`src/design/ctgw_pkg.sv`:
```
// shared types, constants and helpers for the causal gqa tile address walker
package ctgw_pkg;

	localparam int MAX_SEQ_TILES = 1024;
	localparam int MAX_DIM_TILES = 16;
	localparam int MAX_HEADS     = 64;
	localparam int ADDR_BITS     = 48;
	localparam int TILE_BYTES    = 32 * 32 * 2;
	localparam int TILE_SHIFT    = $clog2(TILE_BYTES);

	localparam int CFG_W     = 48;
	localparam int CFG_IDX_W = 3;

	// partial product widths of the index datapath
	localparam int P1_W  = 17;
	localparam int IDX_W = 29;

	// command queue and result queue depths (powers of two)
	localparam int CQ_DEPTH = 2;
	localparam int CQ_PTR_W = $clog2(CQ_DEPTH);
	localparam int CQ_CNT_W = $clog2(CQ_DEPTH + 1);
	localparam int OQ_DEPTH = 4;
	localparam int OQ_PTR_W = $clog2(OQ_DEPTH);
	localparam int OQ_CNT_W = $clog2(OQ_DEPTH + 1);

	// restoring divider steps for a 7-bit dividend
	localparam int DIV_STEPS = 7;

	typedef enum logic [CFG_IDX_W-1:0] {
		CFG_Q_BASE      = 3'd0,
		CFG_KT_BASE     = 3'd1,
		CFG_V_BASE      = 3'd2,
		CFG_SEQ_TILES   = 3'd3,
		CFG_DIM_TILES   = 3'd4,
		CFG_QUERY_HEADS = 3'd5,
		CFG_KV_HEADS    = 3'd6
	} ctgw_cfg_idx_t;

	localparam logic [1:0] BUF_QUERY = 2'd0;
	localparam logic [1:0] BUF_KEY   = 2'd1;
	localparam logic [1:0] BUF_VALUE = 2'd2;

	typedef enum logic [2:0] {
		PH_QUERY = 3'b001,
		PH_KEY   = 3'b010,
		PH_VALUE = 3'b100
	} ctgw_phase_t;

	typedef struct packed {
		logic advance;
		logic restart;
	} ctgw_req_t;

	typedef struct packed {
		logic [47:0] read_address;
		logic [1:0]  buffer_id;
		logic        group_last;
		logic        walk_last;
	} ctgw_res_t;

	typedef struct packed {
		logic [47:0] q_base;
		logic [47:0] kt_base;
		logic [47:0] v_base;
		logic [10:0] seq_tiles;
		logic [4:0]  dim_tiles;
		logic [6:0]  query_heads;
		logic [6:0]  kv_heads;
	} ctgw_cfg_t;

	// index = (x * y + z) * w + u
	typedef struct packed {
		logic [9:0]  x;
		logic [6:0]  y;
		logic [6:0]  z;
		logic [10:0] w;
		logic [9:0]  u;
		logic [1:0]  buffer_id;
		logic        group_last;
		logic        walk_last;
	} ctgw_cmd_t;

	typedef struct packed {
		logic       done;
		logic [6:0] quotient;
	} ctgw_div_stat_t;

	function automatic logic [10:0] clamp_seq(input logic [10:0] v);
		logic [10:0] r;
		if (v == 11'd0) r = 11'd1;
		else if (v > 11'(MAX_SEQ_TILES)) r = 11'(MAX_SEQ_TILES);
		else r = v;
		return r;
	endfunction

	function automatic logic [4:0] clamp_dim(input logic [4:0] v);
		logic [4:0] r;
		if (v == 5'd0) r = 5'd1;
		else if (v > 5'(MAX_DIM_TILES)) r = 5'(MAX_DIM_TILES);
		else r = v;
		return r;
	endfunction

	function automatic logic [6:0] clamp_heads(input logic [6:0] v);
		logic [6:0] r;
		if (v == 7'd0) r = 7'd1;
		else if (v > 7'(MAX_HEADS)) r = 7'(MAX_HEADS);
		else r = v;
		return r;
	endfunction

endpackage

```
`src/design/ctgw_div.sv`:
```
// iterative restoring divider for the heads-per-group ratio
module ctgw_div (
	input  logic                    clk,
	input  logic                    arst_n,
	input  logic                    start,
	input  logic [6:0]              dividend,
	input  logic [6:0]              divisor,
	output ctgw_pkg::ctgw_div_stat_t stat
);
	import ctgw_pkg::*;

	localparam int CNT_W = $clog2(DIV_STEPS + 1);

	logic [6:0]       rem_q;
	logic [6:0]       quo_q;
	logic [6:0]       dvs_q;
	logic [CNT_W-1:0] cnt_q;
	logic             busy_q;
	logic             done_q;
	logic [7:0]       rem_sh;
	logic             fits;

	assign rem_sh = {rem_q, quo_q[6]};
	assign fits   = rem_sh >= {1'b0, dvs_q};

	always_ff @(posedge clk or negedge arst_n) begin
		if (!arst_n) begin
			cnt_q  <= '0;
			busy_q <= 1'b0;
			done_q <= 1'b0;
		end else if (start) begin
			cnt_q  <= CNT_W'(DIV_STEPS);
			busy_q <= 1'b1;
			done_q <= 1'b0;
		end else if (busy_q) begin
			cnt_q <= cnt_q - 1'b1;
			if (cnt_q == CNT_W'(1)) begin
				busy_q <= 1'b0;
				done_q <= 1'b1;
			end
		end
	end

	always_ff @(posedge clk) begin
		if (start) begin
			rem_q <= '0;
			quo_q <= dividend;
			dvs_q <= divisor;
		end else if (busy_q) begin
			rem_q <= fits ? 7'(rem_sh - {1'b0, dvs_q}) : rem_sh[6:0];
			quo_q <= {quo_q[5:0], fits};
		end
	end

	assign stat.done     = done_q;
	assign stat.quotient = quo_q;

endmodule

```
`src/design/ctgw_front.sv`:
```
// walk sequencer: accepts requests, advances the loop counters, emits index commands
module ctgw_front (
	input  logic                clk,
	input  logic                arst_n,
	input  ctgw_pkg::ctgw_cfg_t cfg,
	input  logic                push,
	input  ctgw_pkg::ctgw_req_t request,
	output logic                full,
	input  logic                cq_full,
	output logic                cmd_push,
	output ctgw_pkg::ctgw_cmd_t cmd
);
	import ctgw_pkg::*;

	typedef enum logic [1:0] {
		ST_RUN = 2'b01,
		ST_DIV = 2'b10
	} front_state_t;

	front_state_t   state_q;
	ctgw_phase_t    phase_q, n_phase;
	logic [6:0]     head_q, n_head;
	logic [6:0]     kv_q, n_kv;
	logic [6:0]     gpos_q, n_gpos;
	logic [6:0]     hpg_q, hpg_use;
	logic [9:0]     qt_q, n_qt;
	logic [9:0]     kb_q, n_kb;
	logic [4:0]     tig_q, n_tig;
	logic           done_q, n_done;

	logic [10:0]    s_c;
	logic [4:0]     d_c;
	logic [6:0]     nq_c;
	logic [6:0]     nk_c;

	logic           accept;
	logic           at_start;
	logic           go_adv;
	logic           div_start;
	logic           div_finish;
	logic           do_step;
	logic           glast;
	logic           wlast;
	logic [6:0]     gpos_inc;
	ctgw_div_stat_t div_stat;

	assign s_c  = clamp_seq(cfg.seq_tiles);
	assign d_c  = clamp_dim(cfg.dim_tiles);
	assign nq_c = clamp_heads(cfg.query_heads);
	assign nk_c = clamp_heads(cfg.kv_heads);

	assign full     = (state_q != ST_RUN) || cq_full;
	assign accept   = push && !full;
	assign at_start = (head_q == 7'd0) && (qt_q == 10'd0) && (tig_q == 5'd0)
		&& (phase_q == PH_QUERY);
	assign go_adv     = accept && !request.restart && request.advance && !done_q;
	assign div_start  = go_adv && at_start;
	assign div_finish = (state_q == ST_DIV) && div_stat.done && !cq_full;
	assign do_step    = (go_adv && !at_start) || div_finish;
	assign cmd_push   = do_step;

	// group size never drops below one
	assign hpg_use = (state_q == ST_DIV)
		? ((div_stat.quotient == 7'd0) ? 7'd1 : div_stat.quotient) : hpg_q;

	ctgw_div u_div (
		.clk      (clk),
		.arst_n   (arst_n),
		.start    (div_start),
		.dividend (nq_c),
		.divisor  (nk_c),
		.stat     (div_stat)
	);

	always_comb begin
		n_phase  = phase_q;
		n_head   = head_q;
		n_kv     = kv_q;
		n_gpos   = gpos_q;
		n_qt     = qt_q;
		n_kb     = kb_q;
		n_tig    = tig_q;
		n_done   = done_q;
		wlast    = 1'b0;
		gpos_inc = 7'(gpos_q + 7'd1);
		glast    = ({1'b0, tig_q} + 6'd1) >= {1'b0, d_c};

		case (phase_q)
			PH_KEY: begin
				cmd.x         = {3'd0, kv_q};
				cmd.y         = {2'd0, d_c};
				cmd.z         = {2'd0, tig_q};
				cmd.w         = s_c;
				cmd.u         = kb_q;
				cmd.buffer_id = BUF_KEY;
			end
			PH_VALUE: begin
				cmd.x         = kb_q;
				cmd.y         = nk_c;
				cmd.z         = kv_q;
				cmd.w         = {6'd0, d_c};
				cmd.u         = {5'd0, tig_q};
				cmd.buffer_id = BUF_VALUE;
			end
			default: begin
				cmd.x         = qt_q;
				cmd.y         = nq_c;
				cmd.z         = head_q;
				cmd.w         = {6'd0, d_c};
				cmd.u         = {5'd0, tig_q};
				cmd.buffer_id = BUF_QUERY;
			end
		endcase

		if (!glast) begin
			n_tig = 5'(tig_q + 5'd1);
		end else begin
			n_tig = 5'd0;
			case (phase_q)
				PH_KEY: begin
					n_phase = PH_VALUE;
				end
				PH_VALUE: begin
					if (kb_q >= qt_q) begin
						n_kb    = 10'd0;
						n_phase = PH_QUERY;
						if (({1'b0, qt_q} + 11'd1) >= s_c) begin
							n_qt = 10'd0;
							if (({1'b0, head_q} + 8'd1) >= {1'b0, nq_c}) begin
								wlast  = 1'b1;
								n_done = 1'b1;
							end else begin
								n_head = 7'(head_q + 7'd1);
								if (gpos_inc >= hpg_use) begin
									n_gpos = 7'd0;
									n_kv   = 7'(kv_q + 7'd1);
								end else begin
									n_gpos = gpos_inc;
								end
							end
						end else begin
							n_qt = 10'(qt_q + 10'd1);
						end
					end else begin
						n_kb    = 10'(kb_q + 10'd1);
						n_phase = PH_KEY;
					end
				end
				default: begin
					n_kb    = 10'd0;
					n_phase = PH_KEY;
				end
			endcase
		end

		cmd.group_last = glast;
		cmd.walk_last  = wlast;
	end

	always_ff @(posedge clk or negedge arst_n) begin
		if (!arst_n) begin
			state_q <= ST_RUN;
			phase_q <= PH_QUERY;
			head_q  <= '0;
			kv_q    <= '0;
			gpos_q  <= '0;
			hpg_q   <= '0;
			qt_q    <= '0;
			kb_q    <= '0;
			tig_q   <= '0;
			done_q  <= 1'b0;
		end else begin
			if (accept && request.restart) begin
				phase_q <= PH_QUERY;
				head_q  <= '0;
				kv_q    <= '0;
				gpos_q  <= '0;
				qt_q    <= '0;
				kb_q    <= '0;
				tig_q   <= '0;
				done_q  <= 1'b0;
			end else if (do_step) begin
				phase_q <= n_phase;
				head_q  <= n_head;
				kv_q    <= n_kv;
				gpos_q  <= n_gpos;
				qt_q    <= n_qt;
				kb_q    <= n_kb;
				tig_q   <= n_tig;
				done_q  <= n_done;
			end
			if (div_start) begin
				state_q <= ST_DIV;
			end else if (div_finish) begin
				state_q <= ST_RUN;
				hpg_q   <= hpg_use;
			end
		end
	end

endmodule

```
`src/design/ctgw_cmd_queue.sv`:
```
// short command queue between the sequencer and the address datapath
module ctgw_cmd_queue (
	input  logic                clk,
	input  logic                arst_n,
	input  logic                push,
	input  ctgw_pkg::ctgw_cmd_t wdata,
	output logic                full,
	input  logic                pop,
	output ctgw_pkg::ctgw_cmd_t rdata,
	output logic                empty
);
	import ctgw_pkg::*;

	ctgw_cmd_t             mem_q [CQ_DEPTH];
	logic [CQ_PTR_W-1:0]   wr_ptr_q;
	logic [CQ_PTR_W-1:0]   rd_ptr_q;
	logic [CQ_CNT_W-1:0]   cnt_q;
	logic                  do_push;
	logic                  do_pop;

	assign full    = cnt_q == CQ_CNT_W'(CQ_DEPTH);
	assign empty   = cnt_q == '0;
	assign do_push = push && !full;
	assign do_pop  = pop && !empty;
	assign rdata   = mem_q[rd_ptr_q];

	always_ff @(posedge clk or negedge arst_n) begin
		if (!arst_n) begin
			wr_ptr_q <= '0;
			rd_ptr_q <= '0;
			cnt_q    <= '0;
		end else begin
			if (do_push) wr_ptr_q <= wr_ptr_q + 1'b1;
			if (do_pop) rd_ptr_q <= rd_ptr_q + 1'b1;
			if (do_push && !do_pop) cnt_q <= cnt_q + 1'b1;
			else if (do_pop && !do_push) cnt_q <= cnt_q - 1'b1;
		end
	end

	always_ff @(posedge clk) begin
		if (do_push) mem_q[wr_ptr_q] <= wdata;
	end

endmodule

```
`src/design/ctgw_back.sv`:
```
// address datapath: two multiply stages, base add and result queue
module ctgw_back (
	input  logic                clk,
	input  logic                arst_n,
	input  ctgw_pkg::ctgw_cfg_t cfg,
	input  logic                cq_empty,
	input  ctgw_pkg::ctgw_cmd_t cq_head,
	output logic                cq_pop,
	output ctgw_pkg::ctgw_res_t result,
	output logic                empty,
	input  logic                pop
);
	import ctgw_pkg::*;

	typedef struct packed {
		logic [1:0] buffer_id;
		logic       group_last;
		logic       walk_last;
	} back_tag_t;

	logic                v_s1, v_s2;
	logic [P1_W-1:0]     p1_s1;
	logic [10:0]         w_s1;
	logic [9:0]          u_s1;
	back_tag_t           tag_s1, tag_s2;
	logic [IDX_W-1:0]    idx_s2;

	logic [OQ_CNT_W-1:0] credit_q;
	logic [OQ_CNT_W-1:0] cnt_q;
	logic [OQ_PTR_W-1:0] wr_ptr_q;
	logic [OQ_PTR_W-1:0] rd_ptr_q;
	ctgw_res_t           mem_q [OQ_DEPTH];

	logic                take;
	logic                out_pop;
	logic [P1_W-1:0]     p1_d;
	logic [IDX_W-1:0]    idx_d;
	logic [47:0]         base_sel;
	ctgw_res_t           res_d;

	// credits cover words in the pipeline plus words in the result queue
	assign take    = !cq_empty && (credit_q != OQ_CNT_W'(OQ_DEPTH));
	assign cq_pop  = take;
	assign out_pop = pop && !empty;

	assign p1_d  = P1_W'(cq_head.x) * P1_W'(cq_head.y) + P1_W'(cq_head.z);
	assign idx_d = IDX_W'(p1_s1) * IDX_W'(w_s1) + IDX_W'(u_s1);

	always_comb begin
		case (tag_s2.buffer_id)
			BUF_KEY:   base_sel = cfg.kt_base;
			BUF_VALUE: base_sel = cfg.v_base;
			default:   base_sel = cfg.q_base;
		endcase
		res_d.read_address = 48'(base_sel + (48'(idx_s2) << TILE_SHIFT));
		res_d.buffer_id    = tag_s2.buffer_id;
		res_d.group_last   = tag_s2.group_last;
		res_d.walk_last    = tag_s2.walk_last;
	end

	always_ff @(posedge clk or negedge arst_n) begin
		if (!arst_n) begin
			v_s1     <= 1'b0;
			v_s2     <= 1'b0;
			credit_q <= '0;
			cnt_q    <= '0;
			wr_ptr_q <= '0;
			rd_ptr_q <= '0;
		end else begin
			v_s1 <= take;
			v_s2 <= v_s1;
			if (take && !out_pop) credit_q <= credit_q + 1'b1;
			else if (out_pop && !take) credit_q <= credit_q - 1'b1;
			if (v_s2) wr_ptr_q <= wr_ptr_q + 1'b1;
			if (out_pop) rd_ptr_q <= rd_ptr_q + 1'b1;
			if (v_s2 && !out_pop) cnt_q <= cnt_q + 1'b1;
			else if (out_pop && !v_s2) cnt_q <= cnt_q - 1'b1;
		end
	end

	always_ff @(posedge clk) begin
		p1_s1  <= p1_d;
		w_s1   <= cq_head.w;
		u_s1   <= cq_head.u;
		tag_s1 <= '{cq_head.buffer_id, cq_head.group_last, cq_head.walk_last};
		idx_s2 <= idx_d;
		tag_s2 <= tag_s1;
		if (v_s2) mem_q[wr_ptr_q] <= res_d;
	end

	assign empty  = cnt_q == '0;
	assign result = mem_q[rd_ptr_q];

endmodule

```
`src/design/causal_gqa_tile_address_walker.sv`:
```
// top level of the causal gqa tile address walker
// path: a result word passes the command queue, the two multiply stages and the result queue;
//   the first advance of a walk runs the 7-step group-size divide ahead of that
// throughput: one request per cycle while the command queue has room; the divide stalls
//   the request side once per walk
// reset: arst_n clears the walk, queues and config (bases 0, sizes 1) at once
module causal_gqa_tile_address_walker (
	input  logic                              clk,
	input  logic                              arst_n,
	// request side
	input  logic                              push,
	input  ctgw_pkg::ctgw_req_t               request,
	output logic                              full,
	// result side
	output ctgw_pkg::ctgw_res_t               result,
	output logic                              empty,
	input  logic                              pop,
	// config write port
	input  logic                              cfg_wr_en,
	input  logic [ctgw_pkg::CFG_IDX_W-1:0]    cfg_index,
	input  logic [ctgw_pkg::CFG_W-1:0]        cfg_data
);
	import ctgw_pkg::*;

	ctgw_cfg_t cfg_q;
	logic      cq_push;
	ctgw_cmd_t cq_wdata;
	logic      cq_full;
	logic      cq_pop;
	ctgw_cmd_t cq_rdata;
	logic      cq_empty;

	// config registers, sizes are clamped where they are used
	always_ff @(posedge clk or negedge arst_n) begin
		if (!arst_n) begin
			cfg_q.q_base      <= '0;
			cfg_q.kt_base     <= '0;
			cfg_q.v_base      <= '0;
			cfg_q.seq_tiles   <= 11'd1;
			cfg_q.dim_tiles   <= 5'd1;
			cfg_q.query_heads <= 7'd1;
			cfg_q.kv_heads    <= 7'd1;
		end else if (cfg_wr_en) begin
			case (cfg_index)
				CFG_Q_BASE:      cfg_q.q_base      <= cfg_data[47:0];
				CFG_KT_BASE:     cfg_q.kt_base     <= cfg_data[47:0];
				CFG_V_BASE:      cfg_q.v_base      <= cfg_data[47:0];
				CFG_SEQ_TILES:   cfg_q.seq_tiles   <= cfg_data[10:0];
				CFG_DIM_TILES:   cfg_q.dim_tiles   <= cfg_data[4:0];
				CFG_QUERY_HEADS: cfg_q.query_heads <= cfg_data[6:0];
				CFG_KV_HEADS:    cfg_q.kv_heads    <= cfg_data[6:0];
				default: ;
			endcase
		end
	end

	// front: loop counters over head, query tile, key block and tile in group;
	// a word that yields an address leaves here as an index command
	ctgw_front u_front (
		.clk      (clk),
		.arst_n   (arst_n),
		.cfg      (cfg_q),
		.push     (push),
		.request  (request),
		.full     (full),
		.cq_full  (cq_full),
		.cmd_push (cq_push),
		.cmd      (cq_wdata)
	);

	// decouples the sequencer from the multiply pipeline
	ctgw_cmd_queue u_cmd_queue (
		.clk    (clk),
		.arst_n (arst_n),
		.push   (cq_push),
		.wdata  (cq_wdata),
		.full   (cq_full),
		.pop    (cq_pop),
		.rdata  (cq_rdata),
		.empty  (cq_empty)
	);

	// back: index = (x*y + z)*w + u in two registered steps, then
	// base + index * tile bytes into the result queue
	ctgw_back u_back (
		.clk      (clk),
		.arst_n   (arst_n),
		.cfg      (cfg_q),
		.cq_empty (cq_empty),
		.cq_head  (cq_rdata),
		.cq_pop   (cq_pop),
		.result   (result),
		.empty    (empty),
		.pop      (pop)
	);

endmodule

```
`config.mk`:
```
export PLATFORM = sky130hd
export DESIGN_NAME = causal_gqa_tile_address_walker
export DESIGN_NICKNAME = d
export VERILOG_FILES = /design/src/design/ctgw_pkg.sv /design/src/design/ctgw_div.sv /design/src/design/ctgw_front.sv /design/src/design/ctgw_cmd_queue.sv /design/src/design/ctgw_back.sv /design/src/design/causal_gqa_tile_address_walker.sv
export SDC_FILE = /design/constraint.sdc
export NUM_CORES = 2
export LEC_CHECK = 0
export BUFFER_PORTS_ARGS = -buffer_cell sky130_fd_sc_hd__buf_2
export CELL_PAD_IN_SITES_DETAIL_PLACEMENT = 1
export CELL_PAD_IN_SITES_GLOBAL_PLACEMENT = 1
export CORE_ASPECT_RATIO = 0.8
export CORE_MARGIN = 3
export CORE_UTILIZATION = 52
export DETAILED_ROUTE_END_ITERATION = 10
export GPL_TIMING_DRIVEN = 0
export PLACE_DENSITY_LB_ADDON = 0.1
export SYNTH_ARGS = -nofsm -noshare
export SYNTH_HDL_FRONTEND = slang
export SYNTH_HIERARCHICAL = 1
export SYNTH_SLANG_ARGS = --single-unit
export TNS_END_PERCENT = 30
```
`constraint.sdc`:
```
create_clock -name clk -period 7.4 [get_ports clk]
set_clock_uncertainty 0.2 [all_clocks]
set_input_delay 0.74 -clock clk [delete_from_list [all_inputs] [get_ports clk]]
set_output_delay 0.74 -clock clk [all_outputs]
set_load 0.02 [all_outputs]
```
==> run_summary.xml <==
<?xml version="1.0" encoding="UTF-8"?>
<metrics>
  <group name="outcome">
    <metric name="status" unit="">complete, no violations</metric>
  </group>
  <group name="logic_synthesis">
    <metric name="synth_top_flop_cell" unit="">sky130_fd_sc_hd__edfxtp_1</metric>
    <metric name="ys_seq_elements" unit="">656</metric>
    <metric name="synth.avg_cell_area" unit="sq um">12.1</metric>
    <metric name="synth_enable_flop_cells" unit="">320</metric>
    <metric name="synth_area" unit="sq um">38200</metric>
    <metric name="synthDominantAreaCellType" unit="">sky130_fd_sc_hd__edfxtp_1</metric>
    <metric name="warnings_synthesis" unit="">6</metric>
    <metric name="synth.top_cells.by_area" unit="">sky130_fd_sc_hd__edfxtp_1 25%, sky130_fd_sc_hd__dfrtp_1 16%, sky130_fd_sc_hd__fa_1 10%, sky130_fd_sc_hd__ha_1 6.9%, sky130_fd_sc_hd__dfxtp_1 4.3%</metric>
    <metric name="sequential_share_of_the_synthesized_area" unit="%">46.1</metric>
    <metric name="netlist_instances" unit="">3156</metric>
    <metric name="synth-async-reset-ratio" unit="%">38.7</metric>
    <metric name="post_synth_top_area_share" unit="%">25.1</metric>
    <metric name="synthesis.nets" unit="">3621</metric>
    <metric name="netlist-cell-type-count" unit="">99</metric>
  </group>
  <group name="timing">
    <metric name="worst_hold_slack" unit="ns">0.140</metric>
    <metric name="report.final.slew_viol_count" unit="">0</metric>
    <metric name="finalWorstPathRequiredPeriod" unit="ns">6.89</metric>
    <metric name="finalSetupTns" unit="ns">0</metric>
    <metric name="report.final.setup_viol" unit="">0</metric>
    <metric name="timing.final.hold_violations" unit="">0</metric>
    <metric name="rsz0062_at_grt" unit="">false</metric>
    <metric name="worst_pin_slew" unit="ns">1.18</metric>
    <metric name="timing.max_slew.rel_slack" unit="%">20.6</metric>
    <metric name="layout_worst_path_cycle_share" unit="%">93.1</metric>
    <metric name="max_clock_freq" unit="MHz">145</metric>
    <metric name="post-route-worst-setup-slack" unit="ns">0.508</metric>
  </group>
  <group name="clocking">
    <metric name="clk-insertion-delay-late" unit="ns">0.63</metric>
    <metric name="cts_max_level" unit="">3</metric>
    <metric name="clkSinkCount" unit="">656</metric>
    <metric name="postCtsSetupBuffers" unit="">0</metric>
    <metric name="cts.clk_slew.worst_paths" unit="ns">0.06</metric>
    <metric name="clockRootBuffer" unit="">sky130_fd_sc_hd__clkbuf_16</metric>
    <metric name="numCtsBuffers" unit="">69</metric>
    <metric name="clockBufferDepth" unit="">3</metric>
    <metric name="cts_tree" unit="">done</metric>
  </group>
  <group name="critical_path">
    <metric name="timing.critical_path.to_type" unit="">flop</metric>
    <metric name="regToRegStartpoint" unit="">u_back/w_s1[7]</metric>
    <metric name="critPathMaxFanout" unit="">10</metric>
    <metric name="critPathRequiredTime" unit="ns">7.76</metric>
    <metric name="cp_common_cell" unit="">sky130_fd_sc_hd__fa_1</metric>
    <metric name="critical-path-max-stage-delay" unit="ns">0.73</metric>
    <metric name="cpLargestDelayFamily" unit="">adder cells</metric>
    <metric name="start_kind" unit="">flop</metric>
    <metric name="cp_cell_sequence" unit="">clkbuf_1, nand2_1, fa_1, inv_1, fa_1, fa_1, fa_1, inv_1, fa_1, inv_1, ha_1, and3_1, a31oi_1, a21boi_2, a221oi_4, o31ai_2, or4b_1, nand3_1</metric>
    <metric name="critical_path_buf_inv_count" unit="">4</metric>
    <metric name="critPathArrivalTime" unit="ns">7.25</metric>
    <metric name="worstSetupStartpoint" unit="">u_back/w_s1[7]</metric>
    <metric name="critical_path.slowest_cell" unit="">sky130_fd_sc_hd__dfxtp_1</metric>
    <metric name="path_class" unit="">flop to flop</metric>
  </group>
  <group name="floorplanning">
    <metric name="width_of_the_die" unit="microns">309</metric>
    <metric name="start_util" unit="%">52.8</metric>
    <metric name="dieArea" unit="sq um">76800</metric>
    <metric name="floorplan.die.height" unit="microns">249</metric>
    <metric name="core_area" unit="sq um">72400</metric>
    <metric name="io_pins" unit="">112</metric>
    <metric name="placementRows" unit="">88</metric>
  </group>
  <group name="cells_and_area">
    <metric name="fill_cell_total_of_the_finished_layout" unit="">7338</metric>
    <metric name="drive_above_1_share" unit="%">16.6</metric>
    <metric name="commonest_non_fill_non_tap_cells_in_the_layout" unit="">320 x sky130_fd_sc_hd__edfxtp_1, 303 x sky130_fd_sc_hd__inv_1, 300 x sky130_fd_sc_hd__nand2_1</metric>
    <metric name="finalCoreUtilization" unit="%">58.8</metric>
    <metric name="most_frequent_standard_cell_in_the_layout_excluding_fill_and_tap_cells" unit="">sky130_fd_sc_hd__edfxtp_1</metric>
    <metric name="nets" unit="">3806</metric>
    <metric name="layout.area.seq" unit="sq um">17600</metric>
    <metric name="synthToLayoutAreaGrowth" unit="%">11.4</metric>
    <metric name="multiInputGateArea" unit="sq um">18800</metric>
  </group>
  <group name="drt">
    <metric name="drt_drc_violations_left" unit="">0</metric>
    <metric name="drt_first_pass_iters" unit="">5</metric>
    <metric name="totalWireLength" unit="microns">104000</metric>
    <metric name="route.detailed.vias_per_inst" unit="">5.88</metric>
    <metric name="drt-wirelength-per-cell" unit="microns">23.9</metric>
    <metric name="drtIter0Drc" unit="">1835</metric>
    <metric name="via_count" unit="">25600</metric>
    <metric name="drt.antenna.violating_nets" unit="">0</metric>
  </group>
  <group name="placement">
    <metric name="portBuffers" unit="">109</metric>
    <metric name="dp.final_hpwl" unit="microns">76300</metric>
    <metric name="gpl.final_weighted_congestion" unit="">0.885</metric>
    <metric name="pre_cts_ws" unit="ns">0.508</metric>
  </group>
  <group name="global_route">
    <metric name="grt_overflow_total" unit="">0</metric>
    <metric name="first_pass_grt_wire_length" unit="microns">164000</metric>
    <metric name="initial_antenna_violation_count" unit="">7</metric>
    <metric name="grt_max_degree" unit="">128</metric>
    <metric name="grt.total_usage" unit="%">27.5</metric>
    <metric name="grt_pass1_vias" unit="">28200</metric>
  </group>
  <group name="flow_run">
    <metric name="max-cap-violations" unit="">0</metric>
  </group>
  <group name="worst_hold_path">
    <metric name="hold_start" unit="">u_back/tag_s1[3]</metric>
    <metric name="timing.hold.worst.class" unit="">flop to flop</metric>
  </group>
</metrics>
-- Yosys cell counts (82+ instances only) --
master                     number
sky130_fd_sc_hd__fa_1         195
sky130_fd_sc_hd__dfxtp_1       82
sky130_fd_sc_hd__nand2_1      300
sky130_fd_sc_hd__and2_1       138
sky130_fd_sc_hd__clkbuf_1      98
sky130_fd_sc_hd__mux2_2       118
sky130_fd_sc_hd__ha_1         212
sky130_fd_sc_hd__nor2_1       110
sky130_fd_sc_hd__o21ai_0      106
sky130_fd_sc_hd__dfrtp_1      248
sky130_fd_sc_hd__inv_1        303
sky130_fd_sc_hd__edfxtp_1     320
sky130_fd_sc_hd__a21oi_1       93
sky130_fd_sc_hd__mux2_4        89
-- flip-flops by register name, summed over array words and instances, names as in the netlist, 4 cells and up --
register / count
u_back/mem_q: 208
cfg_q: 174
u_cmd_queue/mem_q: 98
u_back/idx_s2: 29
u_back/p1_s1: 17
u_back/w_s1: 11
u_back/u_s1: 10
u_front/kb_q: 10
u_front/qt_q: 10
u_front/gpos_q: 7
u_front/head_q: 7
u_front/hpg_q: 7
u_front/kv_q: 7
u_front/u_div/dvs_q: 7
u_front/u_div/quo_q: 7
u_front/u_div/rem_q: 7
u_front/tig_q: 5
u_back/res_d: 4
u_back/tag_s1: 4
-- final cells by class --
type                       count  area share (%)
tap                          945            2.77
clock buffer                  91            4.52
timing repair buffer         114            1.55
clock inverter                37            1.35
sequential                   656            41.3
antenna                        5          0.0294
buffer                       136            1.74
inverter                     308            2.72
multi-input combinational   2056            44.0
-- metrics by stage --
step	cell area, sq um	instances
detailed placement	40100	4214
CTS	42600	4343
global route	42600	4344
finish	42600	4348
floorplan	38200	3156
global placement	40000	4210
-- worst paths after layout --
path | end | slack (ns) | cells past startpoint
setup reg to reg | u_back/idx_s2[27] | 0.51 | 18
hold reg to reg | u_back/res_d[3] | 0.14 | 0
hold / removal | u_back/res_d[3] | 0.14 | 0
setup / recovery | u_back/idx_s2[27] | 0.51 | 18
max in group asynchronous | cfg_q[62] | 5.13 | 4
min in group asynchronous | u_front/hpg_q[6] | 0.41 | 2
-- cells by family after synthesis --
family | count (synthesis) | share of synthesized area (%)
AND/OR/NAND/NOR | 796 | 10.5
buffers and inverters | 444 | 4.96
XOR/XNOR | 102 | 2.34
AO/OA/AOI/OAI | 456 | 7.93
flip-flops | 656 | 46.1
adder cells (fa/ha/maj) | 407 | 17.1
multiplexers | 295 | 11.1
-- timing repair --
action	in CTS	in global routing
hold buffers	1	0
gates resized for setup	0	0
hold endpoints to repair	40	0
-- routing by layer --
metal	share of wire [%]	GRT usage, %	wire [microns]
met5	0.026	0	27
met4	2.5	7.48	2630
met3	4.8	3.99	5040
met2	48	44.8	49800
met1	45	38.8	46600
Power is not shown: default switching activity piles up to over one toggle a cycle in this logic, so the estimate is an artifact.
